[src/rtl/core/asgr_pkg.sv]
// ---------------------------------------------------------------------------
// asgr_pkg
// Shared types and character codes for the ANSI SGR terminal parser.
// ---------------------------------------------------------------------------
package asgr_pkg;

  localparam int CELL_W = 11;

  localparam logic [7:0] CH_ESC    = 8'h1B;
  localparam logic [7:0] CH_CR     = 8'h0D;
  localparam logic [7:0] CH_LF     = 8'h0A;
  localparam logic [7:0] CH_LBRACK = 8'h5B;
  localparam logic [7:0] CH_M      = 8'h6D;
  localparam logic [7:0] CH_0      = 8'h30;
  localparam logic [7:0] CH_9      = 8'h39;

  localparam logic [7:0] SGR_FG_LO = 8'd30;
  localparam logic [7:0] SGR_FG_HI = 8'd37;
  localparam logic [7:0] SGR_BG_LO = 8'd40;
  localparam logic [7:0] SGR_BG_HI = 8'd47;
  localparam logic [7:0] ACC_MAX   = 8'd255;

  localparam logic [2:0] FG_DEFAULT = 3'd7;
  localparam logic [2:0] BG_DEFAULT = 3'd0;

  typedef enum logic [1:0] {
    PH_TEXT  = 2'd0,
    PH_ESC   = 2'd1,
    PH_PARAM = 2'd2
  } phase_t;

  typedef enum logic {
    CMD_WRITE  = 1'b0,
    CMD_SCROLL = 1'b1
  } cmd_t;

  typedef struct packed {
    cmd_t              kind;
    logic [CELL_W-1:0] cell_idx;
    logic [7:0]        glyph;
    logic [2:0]        fg;
    logic [2:0]        bg;
    logic              last;
  } result_t;

endpackage

[src/rtl/core/asgr_parse.sv]
// ---------------------------------------------------------------------------
// asgr_parse
// Escape parser, colour and cursor state; decodes one byte into up to two
// grid commands and updates the state when the byte is consumed.
// ---------------------------------------------------------------------------
module asgr_parse
  import asgr_pkg::*;
#(
  parameter int ROWS = 25,
  parameter int COLS = 80
) (
  input  logic       clk,
  input  logic       rst_n,
  input  logic       fire,
  input  logic [7:0] data_byte,
  output logic [1:0] res_cnt,
  output result_t    res0,
  output result_t    res1
);

  localparam int CUR_W = $clog2(ROWS * COLS + 1);
  localparam int COL_W = $clog2(COLS);
  localparam logic [CUR_W:0]   LIMIT_X = (CUR_W + 1)'(ROWS * COLS);
  localparam logic [CUR_W-1:0] LIMIT   = CUR_W'(ROWS * COLS);
  localparam logic [CUR_W-1:0] BOT     = CUR_W'((ROWS - 1) * COLS);
  localparam logic [CUR_W:0]   COLS_X  = (CUR_W + 1)'(COLS);
  localparam logic [COL_W-1:0] COL_END = COL_W'(COLS - 1);

  phase_t           phase_r, phase_nxt;
  logic [7:0]       accum_r, accum_nxt;
  logic [2:0]       fg_r, fg_nxt;
  logic [2:0]       bg_r, bg_nxt;
  logic [CUR_W-1:0] cursor_r, cursor_nxt;
  logic [COL_W-1:0] col_r, col_nxt;

  logic             is_text;
  logic             is_digit;
  logic [11:0]      acc_prod;
  logic [7:0]       acc_sat;
  logic [CUR_W-1:0] row_start;
  logic [CUR_W:0]   lf_cursor;
  logic             lf_scroll;
  logic             past_end;
  logic [CUR_W-1:0] wr_idx;
  logic [COL_W-1:0] wr_col;
  logic [7:0]       fg_off;
  logic [7:0]       bg_off;

  // byte is handled as text after a plain ESC or in normal phase
  always_comb begin
    unique case (phase_r)
      PH_ESC:   is_text = (data_byte != CH_LBRACK);
      PH_PARAM: is_text = 1'b0;
      default:  is_text = 1'b1;
    endcase
  end

  assign is_digit  = (data_byte >= CH_0) && (data_byte <= CH_9);
  assign acc_prod  = {4'b0, accum_r} * 12'd10 + {8'b0, data_byte[3:0]};
  assign acc_sat   = (acc_prod > {4'b0, ACC_MAX}) ? ACC_MAX : acc_prod[7:0];
  assign fg_off    = accum_r - SGR_FG_LO;
  assign bg_off    = accum_r - SGR_BG_LO;

  assign row_start = cursor_r - CUR_W'(col_r);
  assign lf_cursor = {1'b0, row_start} + COLS_X;
  assign lf_scroll = (lf_cursor >= LIMIT_X);
  assign past_end  = (cursor_r >= LIMIT);
  assign wr_idx    = past_end ? BOT : cursor_r;
  assign wr_col    = past_end ? '0 : col_r;

  // next state
  always_comb begin
    phase_nxt  = phase_r;
    accum_nxt  = accum_r;
    fg_nxt     = fg_r;
    bg_nxt     = bg_r;
    cursor_nxt = cursor_r;
    col_nxt    = col_r;
    if (is_text) begin
      phase_nxt = PH_TEXT;
      if (data_byte == CH_ESC) begin
        phase_nxt = PH_ESC;
      end else if (data_byte == CH_CR) begin
        cursor_nxt = row_start;
        col_nxt    = '0;
      end else if (data_byte == CH_LF) begin
        cursor_nxt = lf_scroll ? BOT : lf_cursor[CUR_W-1:0];
        col_nxt    = '0;
      end else begin
        cursor_nxt = wr_idx + CUR_W'(1);
        col_nxt    = (wr_col == COL_END) ? '0 : wr_col + COL_W'(1);
      end
    end else if (phase_r == PH_ESC) begin
      phase_nxt = PH_PARAM;
      accum_nxt = '0;
    end else if (is_digit) begin
      accum_nxt = acc_sat;
    end else begin
      phase_nxt = PH_TEXT;
      if (data_byte == CH_M) begin
        if (accum_r == 8'd0) begin
          fg_nxt = FG_DEFAULT;
          bg_nxt = BG_DEFAULT;
        end else if (accum_r >= SGR_FG_LO && accum_r <= SGR_FG_HI) begin
          fg_nxt = fg_off[2:0];
        end else if (accum_r >= SGR_BG_LO && accum_r <= SGR_BG_HI) begin
          bg_nxt = bg_off[2:0];
        end
      end
    end
  end

  // result decode
  always_comb begin
    result_t scr;
    result_t wr;
    scr          = '0;
    scr.kind     = CMD_SCROLL;
    wr.kind      = CMD_WRITE;
    wr.cell_idx  = CELL_W'(wr_idx);
    wr.glyph     = data_byte;
    wr.fg        = fg_r;
    wr.bg        = bg_r;
    wr.last      = 1'b1;
    res_cnt      = 2'd0;
    res0         = wr;
    res1         = wr;
    if (is_text && data_byte != CH_ESC && data_byte != CH_CR) begin
      if (data_byte == CH_LF) begin
        if (lf_scroll) begin
          res_cnt   = 2'd1;
          res0      = scr;
          res0.last = 1'b1;
        end
      end else if (past_end) begin
        res_cnt = 2'd2;
        res0    = scr;
      end else begin
        res_cnt = 2'd1;
      end
    end
  end

  always_ff @(posedge clk) begin
    if (!rst_n) begin
      phase_r  <= PH_TEXT;
      accum_r  <= '0;
      fg_r     <= FG_DEFAULT;
      bg_r     <= BG_DEFAULT;
      cursor_r <= '0;
      col_r    <= '0;
    end else if (fire) begin
      phase_r  <= phase_nxt;
      accum_r  <= accum_nxt;
      fg_r     <= fg_nxt;
      bg_r     <= bg_nxt;
      cursor_r <= cursor_nxt;
      col_r    <= col_nxt;
    end
  end

endmodule

[src/rtl/core/asgr_outq.sv]
// ---------------------------------------------------------------------------
// asgr_outq
// Two-entry result queue; takes up to two results a cycle, gives one.
// ---------------------------------------------------------------------------
module asgr_outq
  import asgr_pkg::*;
(
  input  logic       clk,
  input  logic       rst_n,
  input  logic       push,
  input  logic [1:0] push_cnt,
  input  result_t    push0,
  input  result_t    push1,
  output logic [1:0] room,
  output logic       out_valid,
  input  logic       out_ready,
  output result_t    out_res
);

  result_t    mem_r [2];
  logic       wp_r, wp_nxt;
  logic       rp_r, rp_nxt;
  logic [1:0] cnt_r, cnt_nxt;
  logic       pop;
  logic [1:0] add;

  assign out_valid = (cnt_r != 2'd0);
  assign pop       = out_valid && out_ready;
  assign room      = 2'd2 - cnt_r + {1'b0, pop};
  assign add       = push ? push_cnt : 2'd0;
  assign cnt_nxt   = cnt_r + add - {1'b0, pop};
  assign wp_nxt    = wp_r + add[0];
  assign rp_nxt    = rp_r + pop;
  assign out_res   = mem_r[rp_r];

  always_ff @(posedge clk) begin
    if (push && add != 2'd0) begin
      mem_r[wp_r] <= push0;
    end
    if (push && add == 2'd2) begin
      mem_r[~wp_r] <= push1;
    end
  end

  always_ff @(posedge clk) begin
    if (!rst_n) begin
      wp_r  <= 1'b0;
      rp_r  <= 1'b0;
      cnt_r <= 2'd0;
    end else begin
      wp_r  <= wp_nxt;
      rp_r  <= rp_nxt;
      cnt_r <= cnt_nxt;
    end
  end

endmodule

[src/rtl/core/ansi_sgr_text_terminal_parser_top.sv]
// ---------------------------------------------------------------------------
// ansi_sgr_text_terminal_parser_top
// Byte-stream terminal parser emitting cell-write and scroll commands.
// ---------------------------------------------------------------------------
// Usage:
//   in_* carries one stream byte per request (valid/ready). out_* carries
//   grid commands: a cell write (glyph, colours, cell index) or a scroll of
//   the grid by one row. out_last_of_run marks the final command of a byte.
//   A byte is captured into an input register, decoded there by the parser
//   against the cursor, colour and escape state, and its commands go into a
//   two-entry result queue driving the out_ port.
//   Throughput: one byte per cycle while the queue has room. A byte that
//   scrolls and writes leaves one extra command queued; while that backlog
//   stands, a later scroll-and-write byte waits in the input register.
//   ESC, CR, parameter digits and SGR bytes produce no command.
//   When out_ready is low the queue fills, the input register holds its byte
//   and in_ready drops until room frees up.
//   Reset (rst_n low, synchronous) empties both stages, puts the cursor at
//   cell 0, colours to foreground 7 / background 0, parser to plain text.
// ---------------------------------------------------------------------------
module ansi_sgr_text_terminal_parser_top
  import asgr_pkg::*;
#(
  parameter int ROWS = 25,
  parameter int COLS = 80
) (
  input  logic              clk,
  input  logic              rst_n,
  input  logic              in_valid,
  output logic              in_ready,
  input  logic [7:0]        in_data_byte,
  output logic              out_valid,
  input  logic              out_ready,
  output logic              out_command_kind,
  output logic [CELL_W-1:0] out_cell_index,
  output logic [7:0]        out_glyph,
  output logic [2:0]        out_fore_colour,
  output logic [2:0]        out_back_colour,
  output logic              out_last_of_run
);

  logic       vld_r;
  logic [7:0] byte_r;
  logic       fire;
  logic [1:0] res_cnt;
  logic [1:0] room;
  result_t    res0;
  result_t    res1;
  result_t    out_res;

  // byte leaves the input register once the queue can hold all its results
  assign fire     = vld_r && (res_cnt <= room);
  assign in_ready = !vld_r || fire;

  always_ff @(posedge clk) begin
    if (!rst_n) begin
      vld_r <= 1'b0;
    end else if (in_ready) begin
      vld_r <= in_valid;
    end
  end

  always_ff @(posedge clk) begin
    if (in_valid && in_ready) begin
      byte_r <= in_data_byte;
    end
  end

  asgr_parse #(
    .ROWS (ROWS),
    .COLS (COLS)
  ) u_parse (
    .clk       (clk),
    .rst_n     (rst_n),
    .fire      (fire),
    .data_byte (byte_r),
    .res_cnt   (res_cnt),
    .res0      (res0),
    .res1      (res1)
  );

  asgr_outq u_outq (
    .clk       (clk),
    .rst_n     (rst_n),
    .push      (fire),
    .push_cnt  (res_cnt),
    .push0     (res0),
    .push1     (res1),
    .room      (room),
    .out_valid (out_valid),
    .out_ready (out_ready),
    .out_res   (out_res)
  );

  assign out_command_kind = out_res.kind;
  assign out_cell_index   = out_res.cell_idx;
  assign out_glyph        = out_res.glyph;
  assign out_fore_colour  = out_res.fg;
  assign out_back_colour  = out_res.bg;
  assign out_last_of_run  = out_res.last;

endmodule
[config.mk]
export PLATFORM = sky130hd
export DESIGN_NAME = ansi_sgr_text_terminal_parser_top
export DESIGN_NICKNAME = d
export VERILOG_FILES = /design/src/rtl/core/asgr_pkg.sv /design/src/rtl/core/asgr_parse.sv /design/src/rtl/core/asgr_outq.sv /design/src/rtl/core/ansi_sgr_text_terminal_parser_top.sv
export SDC_FILE = /design/constraint.sdc
export NUM_CORES = 1
export LEC_CHECK = 0
export BUFFER_PORTS_ARGS = -buffer_cell sky130_fd_sc_hd__buf_2
export CORE_ASPECT_RATIO = 2
export CORE_UTILIZATION = 55
export DETAILED_ROUTE_END_ITERATION = 7
export PLACE_DENSITY = 0.73
export SYNTH_ARGS = -nofsm -noshare
export SYNTH_HDL_FRONTEND = slang
export SYNTH_SLANG_ARGS = --single-unit
[constraint.sdc]
create_clock -name clk -period 16.4 [get_ports clk]
set_input_delay 1.64 -clock clk [delete_from_list [all_inputs] [get_ports clk]]
set_output_delay 1.64 -clock clk [all_outputs]
set_load 0.03 [all_outputs]
# Word level (Yosys, flattened, before mapping)
# Memory sizes are Yosys's and may differ from the RTL's. A register that Yosys moved wholly into a read port is not among the register bits.
# Index checks and enable logic that the tools add are counted.
[totals] input_bits=12 ram_bits=54 reg_bits=47 output_inout_bits=29 mem_bits_ro=0 mem_count=1 elab_cells=112 latchBits=0
[classes] bitwise_logic=5 n_eq_ne=13 shifts=0 n_mux=35 n_mul=1 div_mod_pow=0 reduce_logical=23 n_addsub=13 n_lt_le_gt_ge=10
[mem_list] memory="u_outq.mem_r" words=2 word_bits=27 read_ports=1 rd_clocked_by_memory_dff=1 write_ports=2 line="asgr_outq.sv:20" text="result_t mem_r [2];"
[ops] op="$mux W27" count=4
[ops] op="$mux W11" count=4
[ops] op="$mux W7" count=4
[ops] op="$le A8 B6 Y1 const B" count=3
[ops] op="$mux W8" count=3
[ops] op="$eq A8 B4 Y1 const B" count=2
[ops] op="$ge A8 B6 Y1 const B" count=2
[ops] op="$mux W3" count=5
[ops] op="$mux W2" count=7
[ops] op="$add A11 B7 Y12 const B" count=1
[ops] op="$add A12 B4 Y12" count=1
[ops] op="$ge A12 B11 Y1 const B" count=1
[ops] op="$gt A12 B8 Y1 const B" count=1
[ops] op="$add A11 B1 Y11 const B" count=1
[ops] op="$ge A11 B11 Y1 const B" count=1
[ops] op="$mul A8 B3 Y11 const B" count=1
[ops] op="$sub A11 B7 Y11" count=1
[ops] op="$logic_and A1 B1 Y1" count=10
[ops] op="$reduce_bool A2 Y1" count=5
[ops] op="$eq A8 B5 Y1 const B" count=1
[ops] op="$eq A8 B7 Y1 const B" count=1
[ops] op="$ge A8 B5 Y1 const B" count=1
[ops] op="$logic_not A8 Y1" count=1
[ops] op="$ne A8 B4 Y1 const B" count=1
[ops] op="25 further kinds" count=38

# Depth between registers and ports, before layout
# Gate-level depths: netlist of the first run.
[depth] depth_word=13 ltp_mapped=26 depth_no_buf=24

# Cells and area by module
# A second synthesis of the first run with hierarchy kept.
[unflattened] cells_unflattened=677 hier_area_um2=6944.2
[by_module_without_submodules] module="asgr_parse" cells_each=481 n_inst=1 seq_area_each_um2=680.7 area_each_um2=3569.7
[by_module_without_submodules] module="asgr_outq" cells_each=175 n_inst=1 seq_area_each_um2=1721.7 area_each_um2=3022.9
[by_module_without_submodules] module="ansi_sgr_text_terminal_parser_top" cells_each=21 n_inst=1 seq_area_each_um2=260.2 area_each_um2=351.6

# Least setup slack after synthesis of the first run
# OpenSTA, ideal clock, no wires.
[synth_timing] kind="reg-to-output" startpoint="register u_parse.col_r[4]" endpoint="output in_ready" slack_ns=11.050 arrival_ns=3.710 n_path_buf=1 path_stages_with_launch=18 required_ns=14.760 cell_sequence="dfxtp_1 inv_1 ha_1 nor2b_1 a221o_1 a211o_1 inv_1 ha_1 nand3_1 o31a_1 or4_4 o211ai_2 buf_6 nand2_1 ha_1 nor2b_1 a2bb2oi_1 nand2_1"
[synth_between] elab_chain_len=9
[synth_rtl] element="start: declaration" line="asgr_parse.sv:34" text="logic [COL_W-1:0] col_r, col_nxt;"
[synth_rtl] element="start signal: assignment" line="asgr_parse.sv:158" text="col_r <= col_nxt;"
[synth_rtl] element="$sub A11 B7 Y11" line="asgr_parse.sv:64" text="assign row_start = cursor_r - CUR_W'(col_r);"
[synth_rtl] element="$add A11 B7 Y12" line="asgr_parse.sv:65" text="assign lf_cursor = {1'b0, row_start} + COLS_X;"
[synth_rtl] element="$ge A12 B11 Y1" line="asgr_parse.sv:66" text="assign lf_scroll = (lf_cursor >= LIMIT_X);"
[synth_rtl] element="$mux W1" line="asgr_parse.sv:130" text="if (lf_scroll) begin"
[synth_rtl] element="$mux W2" line="asgr_parse.sv:129" text="if (data_byte == CH_LF) begin"
[synth_rtl] element="$mux W2" line="asgr_parse.sv:128" text="if (is_text && data_byte != CH_ESC && data_byte != CH_CR) begin"
[synth_rtl] element="$le A2 B2 Y1" line="ansi_sgr_text_terminal_parser_top.sv:52" text="assign fire = vld_r && (res_cnt <= room);"
[synth_rtl] element="$logic_and A1 B1 Y1" line="ansi_sgr_text_terminal_parser_top.sv:52"
[synth_rtl] element="$logic_or A1 B1 Y1" line="ansi_sgr_text_terminal_parser_top.sv:53" text="assign in_ready = !vld_r || fire;"
[synth_rtl] element="end: declaration" line="ansi_sgr_text_terminal_parser_top.sv:30" text="output logic in_ready,"
# Every way passes these cells.

# Worst setup path in the final report of the first run
# Same ends and word-level chain as after synthesis.

==> results of run 1 <==
==> per-stage QoR <==
| stage | cells | instance area, sq um | hold slack, ns | setup WS (ns) |
|---|---|---|---|---|
| 6_report | 819 | 6860 | 0.487 | 9.99 |
| 5_1_grt | 819 | 6860 | 0.506 | 9.68 |
| 4_1_cts | 819 | 6860 | 0.485 | 10.01 |
| 3_5_place_dp | 803 | 6560 | 0.465 | 10.43 |
| 3_3_place_gp | 803 | 6560 | 0.446 | 10.58 |
| 2_1_floorplan | 643 | 6240 | 0.434 | 11.05 |
==> worst reg2reg max path, stage by stage, from the launching register on <==
cell and delay [ns]:
dfxtp_1 0.43, inv_1 0.08, ha_1 0.39, nor2b_1 0.19, a221o_1 0.35, a211o_1 0.28
inv_1 0.12, ha_1 0.15, nand3_1 0.06, o31a_1 0.26, or4_4 0.44, o211ai_2 0.48
nand2_1 0.17, ha_1 0.32, a2bb2oi_1 0.12, nand2b_1 0.38, or4_1 0.66, a221o_1 0.37
nor3_1 0.22, o21ai_0 0.10
==> cells in the mapped netlist, drive strengths merged (5+ instances only) <==
master and n:
mux2i 5, o21ai 30, nor3 25, and2 5, inv 29, o211ai 10
ha 33, a21oi 39, mux2 27, nand4 5, xor2 12, a211oi 6
nand3b 5, and3 42, or4 5, nand3 18, a211o 10, dfxtp 44
a31oi 5, nor2 42, clkbuf 22, nand2b 8, buf 7, a21o 11
nand2 54, edfxtp 58, xnor2 17, or3 5, nor2b 11, nor4 6
==> routing by layer <==
| layer | wire length, um | global-route usage, % | part of all wire, % |
|---|---|---|---|
| met5 | 0 | 0 | 0 |
| met4 | 761 | 16.5 | 5.1 |
| met3 | 666 | 3.53 | 4.4 |
| met2 | 7810 | 46.6 | 52 |
| met1 | 5800 | 28.3 | 39 |
==> worst paths after layout <==
path                                        start  slack, ns                         endpoint  depth (start not counted)
setup / recovery    u_parse.col_r[4]$_SDFFE_PN0P_       9.99                         in_ready                         17
hold / removal    u_outq.mem_r[0][0]$_SDFFE_PP1N_       0.49  u_outq.mem_r[0][0]$_SDFFE_PP1N_                          2
setup reg to reg    u_parse.col_r[4]$_SDFFE_PN0P_      10.70     u_parse.fg_r[0]$_SDFFE_PN1P_                         19
hold reg to reg   u_outq.mem_r[0][0]$_SDFFE_PP1N_       0.49  u_outq.mem_r[0][0]$_SDFFE_PP1N_                          2
==> layout by cell type, fill, tap and decap left out, drive strengths merged, types with 17 or more instances in the layout <==
cell type	instances
a21oi	39
xnor2	17
inv	33
and3	42
nor2	42
nand2	54
o21ai	30
ha	33
nor3	25
dfxtp	44
buf	49
edfxtp	58
mux2	27
nand3	18
==> state kept, by name, summed over array words and instances, names as in the netlist, named ones only <==
| register | cells |
|---|---|
| byte_r | 8 |
| u_outq.cnt_r | 2 |
| u_outq.mem_r | 54 |
| u_outq.rp_r | 1 |
| u_outq.wp_r | 1 |
| u_parse.accum_r | 8 |
| u_parse.bg_r | 3 |
| u_parse.col_r | 7 |
| u_parse.cursor_r | 11 |
| u_parse.fg_r | 3 |
| u_parse.phase_r | 2 |
| vld_r | 1 |
==> power by group through the flow <==
stage / Clock (W) / Combinational [W] / Sequential, W
after floorplan: 0 / 0.000320 / 0.000329
after global placement: 0 / 0.000405 / 0.000337
after detailed placement: 0 / 0.000414 / 0.000340
after CTS: 0.000219 / 0.000417 / 0.000334
after global routing: 0.000230 / 0.000449 / 0.000337
final: 0.000218 / 0.000418 / 0.000334
==> final cells by class <==
type	instances	area (sq um)
fillers	912	4080
clock inverters	7	81.3
repair buffers	49	268
clock buffers	9	225
flip-flops and latches	102	2620
well taps	140	175
multi-input cells	482	3380
inverters	30	113
==> cell families (layout without fill, tap and decap cells) <==
| family | count (synthesis) | in the layout | synth area share, % |
|---|---|---|---|
| muxes | 32 | 32 | 5.68 |
| DFF | 102 | 102 | 42.1 |
| and+or+nand+nor | 242 | 242 | 20.3 |
| adders and majority gates | 36 | 36 | 7.58 |
| buffers and inverters | 59 | 95 | 3.97 |
| xor gates and xnor gates | 29 | 29 | 4.19 |
| AOI/OAI and AO/OA | 143 | 143 | 16.2 |
==> metrics, run 1 <==
clock buffer depth=2; crit path DAT=4.77 ns; CTS Buf Count=9; total I/O pin count=41; Unique masters post-synth=72; CP top delay family=compound AO/OA/AOI/OAI gates; worst vdd ir=0.000102 V; clk_lat worst skew=0.36 ns; Cells after Synth=643; Ys Warns=0; number of global-route vias before repair=4953; min-delay worst type=reg -> reg; PostCTS Resize Cnt=0; fmax=156 MHz; Worst setup SP type=flop; pwr/cell area=141 nW/um^2; initial core utilization=57.0%; EDFF count, synth=58; CP Max Fanout=11; CTS H-tree depth=3; unrepaired setup endpoints after global routing=no; slowest cell on the critical path=o211ai_2; Yosys reg bits=102; kind of critical path=reg -> out; Post-Synthesis Cell Area=6240 sq um; minimum clock period=6.41 ns; Root Buffer=clkbuf_16; share of the synthesized area in the top cell type=27.9%; Seq/Total Area, Yosys=42.1%; Top FF cell, synth=edfxtp_1; Leak=2.80 nW; router iterations before antenna repair=7; CP Buf/Inv Count=3; Final #Nets=722; max-slew violation count=0; CP endpoint kind=output pin; Least-Margin Pin Slew=0.941 ns; vias post-DR=5084; Hold-fix buffers, CTS=0; CTS tree=yes; site row count=54; Post-DRT Antenna Nets=0; first-pass GRT wire length=23.9 mm; status=completed; number of antenna diodes=0; final count of hold timing violations=0; CP max stage delay=0.48 ns; Post-synth ARST share=0%; largest cells by area after synthesis=edfxtp_1 28%, dfxtp_1 14%, ha_1 6.6%, mux2_2 4.9%, and3_1 4.2%; Die H=153 um; die area=11800 sq um; Sw Pwr=0.000400 W; largest net degree at the start of global routing=34; internal power=0.000570 W; relative slew slack=37.2%; Combinational Power Share=43.1%; Reg power frac=34.4%; setup repair bufs after CTS=0; Max-Cap Viols=0; Post-route DRC=0; All-Layer GR Usage=26.1%; PnR Total Power=0.000970 W; Clock Skew=0.00986 ns; initial antenna violation count=0; Syn Area/Cell=9.70 sq um; cell mode on critical path=ha_1; crit share post-route=39.1%; routed len/inst=18.4 um; grt total ovfl=0; core area=10900 sq um; DRT Wirelength=15.0 mm; Setup-failing EPs final=0; syn nets=691; GP Congestion=0.995; Clk pwr share=22.5%; Clock transition at path regs=0.08 ns; Die X=77.3 um; Crit path required time=14.76 ns; area grow syn2layout=10.1%; clk sinks=102; CP cell instances=inv_1 > ha_1 > nor2b_1 > a221o_1 > a211o_1 > inv_1 > ha_1 > nand3_1 > o31a_1 > or4_4 > o211ai_2 > nand2_1 > ha_1 > nor2b_1 > a2bb2oi_1 > nand2_1 > buf_2; dominant cell type by area after synthesis=edfxtp_1; layout cells sized above 1=17.1%; DP HPWL=11.2 mm; Setup TNS Final=0 ns; final core utilization=62.7%; Sw Share=41.3%; PortBufs=40; Iter 0 DRT Violations=409; routed vias/inst=6.21
No activity file was read; power rests on OpenSTA's default activity.
==> run 2, diff against run 1 <==
Settings changed: PLACE_DENSITY 0.73 to 0.76.
Clock period 16.4 ns to 5.6 ns, I/O delays scaled along.
==> metrics, run 2 (same netlist as run 1, synthesis figures left out) <==
crit path DAT=5.29 ns (+0.52 ns); kind of critical path=reg -> reg; setup slack after placement=0.633 ns (-9.79 ns); Final Worst Setup Slack=0.560 ns (-9.43 ns); die area=11800 sq um (unchanged); largest net degree at the start of global routing=34 (unchanged); DP HPWL=11.5 mm (+2.6%); DRT Wirelength=15.4 mm (+2.3%); unrepaired setup endpoints after global routing=no; Die H=153 um (unchanged); clk sinks=102 (unchanged); CP Max Fanout=10 (-1); Post-route DRC=0 (unchanged); PortBufs=40 (unchanged); fmax=198 MHz; CP cell instances=ha_1 > nor2b_1 > a221o_1 > a211o_1 > inv_1 > ha_1 > nand3_1 > o31a_1 > or4_4 > o211ai_2 > nand2_1 > ha_1 > nor2b_1 > a2bb2oi_1 > nor2_1 > nand3_1 > or2_2 > nor2_1 > a21o_1 > and3_1; CP max stage delay=0.51 ns (+0.03 ns); routed vias/inst=6.19 (-0.33%); Crit path required time=5.85 ns (-8.91 ns); final count of hold timing violations=0 (unchanged); Least-Margin Pin Slew=0.901 ns (-0.0407 ns); core area=10900 sq um (unchanged); Setup TNS Final=0 ns (unchanged); cell mode on critical path=ha_1; Worst setup SP type=flop; max-slew violation count=0 (unchanged); Clock Skew=0.0114 ns (+0.00151 ns); Leak=2.81 nW (+0.64%); design area=6900 sq um (+0.55%); grt total ovfl=0 (unchanged); CTS Buf Count=9 (unchanged); most flop-heavy register=u_outq.mem_r; Hold-fix buffers, CTS=0 (unchanged); CP endpoint kind=flop; GP Congestion=0.950 (-4.5%); initial core utilization=57.0% (unchanged); setup repair bufs after CTS=0 (unchanged); worst vdd ir=0.000310 V (+200%); CTS tree=yes; number of global-route vias before repair=5096 (+2.9%); Filler Cell Count=936 (+2.6%); Setup-failing EPs final=0 (unchanged); CTS H-tree depth=3 (unchanged); min-delay worst type=in -> reg; DP Area=6580 sq um (+0.34%); Clock transition at path regs=0.08 ns (about the same); PnR Total Power=0.00290 W (+200%); router iterations before antenna repair=6 (-1); flip-flop count of the largest register after layout=54 (unchanged); final core utilization=63.0% (+0.34 points); slowest cell on the critical path=dfxtp_1; vias post-DR=5086 (+0.039%); layout cells sized above 1=17.4% (+0.36 points); most common cell after layout, fill and taps aside=edfxtp_1; total I/O pin count=41 (unchanged); Final #Nets=725 (+0.42%); Post-DRT Antenna Nets=0 (unchanged); most frequent cells in the layout=58 x edfxtp_1, 54 x nand2_1, 44 x dfxtp_1; Top Registers=u_outq.mem_r: 54 flops, u_parse.cursor_r: 11 flops; worst r2r path cells=20 (+1); routed len/inst=18.7 um (+1.9%); relative slew slack=39.9% (+2.7 points); PostCTS Resize Cnt=0 (unchanged); Iter 0 DRT Violations=429 (+4.9%); Root Buffer=clkbuf_16; initial antenna violation count=0 (unchanged); pwr/cell area=420 nW/um^2 (+200%); Die X=77.3 um (unchanged); Max-Cap Viols=0 (unchanged); status=completed; area grow syn2layout=10.7%; first-pass GRT wire length=24.9 mm (+4.1%); minimum clock period=5.04 ns; crit share post-route=90.0%; Hold Path Stages=1 (-1); site row count=54 (unchanged); All-Layer GR Usage=27.1% (+0.97 points); clk_lat worst skew=0.35 ns (about the same); clock buffer depth=2 (unchanged); number of antenna diodes=0 (unchanged); area occupied by multi-input gates=3380 sq um (unchanged); register area=2620 sq um (unchanged)
==> run 2: layer usage <==
layer  track usage, %  part of all wire [%]  vias up
met4             16.4                   5.1        0
met5                0                     0        -
met2             48.2                    52      188
met3             4.07                   4.3       60
li1                 -                     -     2437
met1             29.5                    39     2401
==> run 2: path summary, 6_finish.rpt <==
check	from	to	slack, ns
hold / removal	in_data_byte[1]	byte_r[1]$_DFFE_PP_	0.37
setup reg to reg	u_parse.cursor_r[4]$_SDFFE_PN0P_	u_parse.col_r[5]$_SDFFE_PN0P_	0.56
hold reg to reg	u_outq.mem_r[0][0]$_SDFFE_PP1N_	u_outq.mem_r[0][0]$_SDFFE_PP1N_	0.50
setup / recovery	u_parse.cursor_r[4]$_SDFFE_PN0P_	u_parse.col_r[5]$_SDFFE_PN0P_	0.56
==> run 2: where the power goes <==
group / internal, W / switching, W / leakage [nW]
registers: 0.000909 / 0.0000656 / 0.904
clock network: 0.000361 / 0.000308 / 0.154
logic: 0.000453 / 0.000800 / 1.76
total: 0.00172 / 0.00117 / 2.81
==> run 2: layout make-up <==
class,count,area share [%]
clock buffers,9,3.26
multi-input cells,482,49.0
flip-flops and latches,102,38.0
inverters,30,1.63
clock inverters,7,1.40
repair buffers,52,4.21
well taps,140,2.54
==> run 2: through the flow <==
| stage | hold WS (ns) | cells |
|---|---|---|
| 3_5_place_dp | 0.472 | 806 |
| 3_3_place_gp | 0.448 | 806 |
| 2_1_floorplan | 0.434 | 643 |
| 6_report | 0.374 | 822 |
| 4_1_cts | 0.374 | 822 |
| 5_1_grt | 0.369 | 822 |
==> run 2: critical path, delay by kind of cell, from the launching register on <==
| kind | cells | cell delay (ns) |
|---|---|---|
| buf+inv | 1 | 0.12 |
| compound gates | 6 | 1.65 |
| flops | 1 | 0.51 |
| fa+ha+maj | 3 | 0.74 |
| simple gates | 10 | 1.94 |
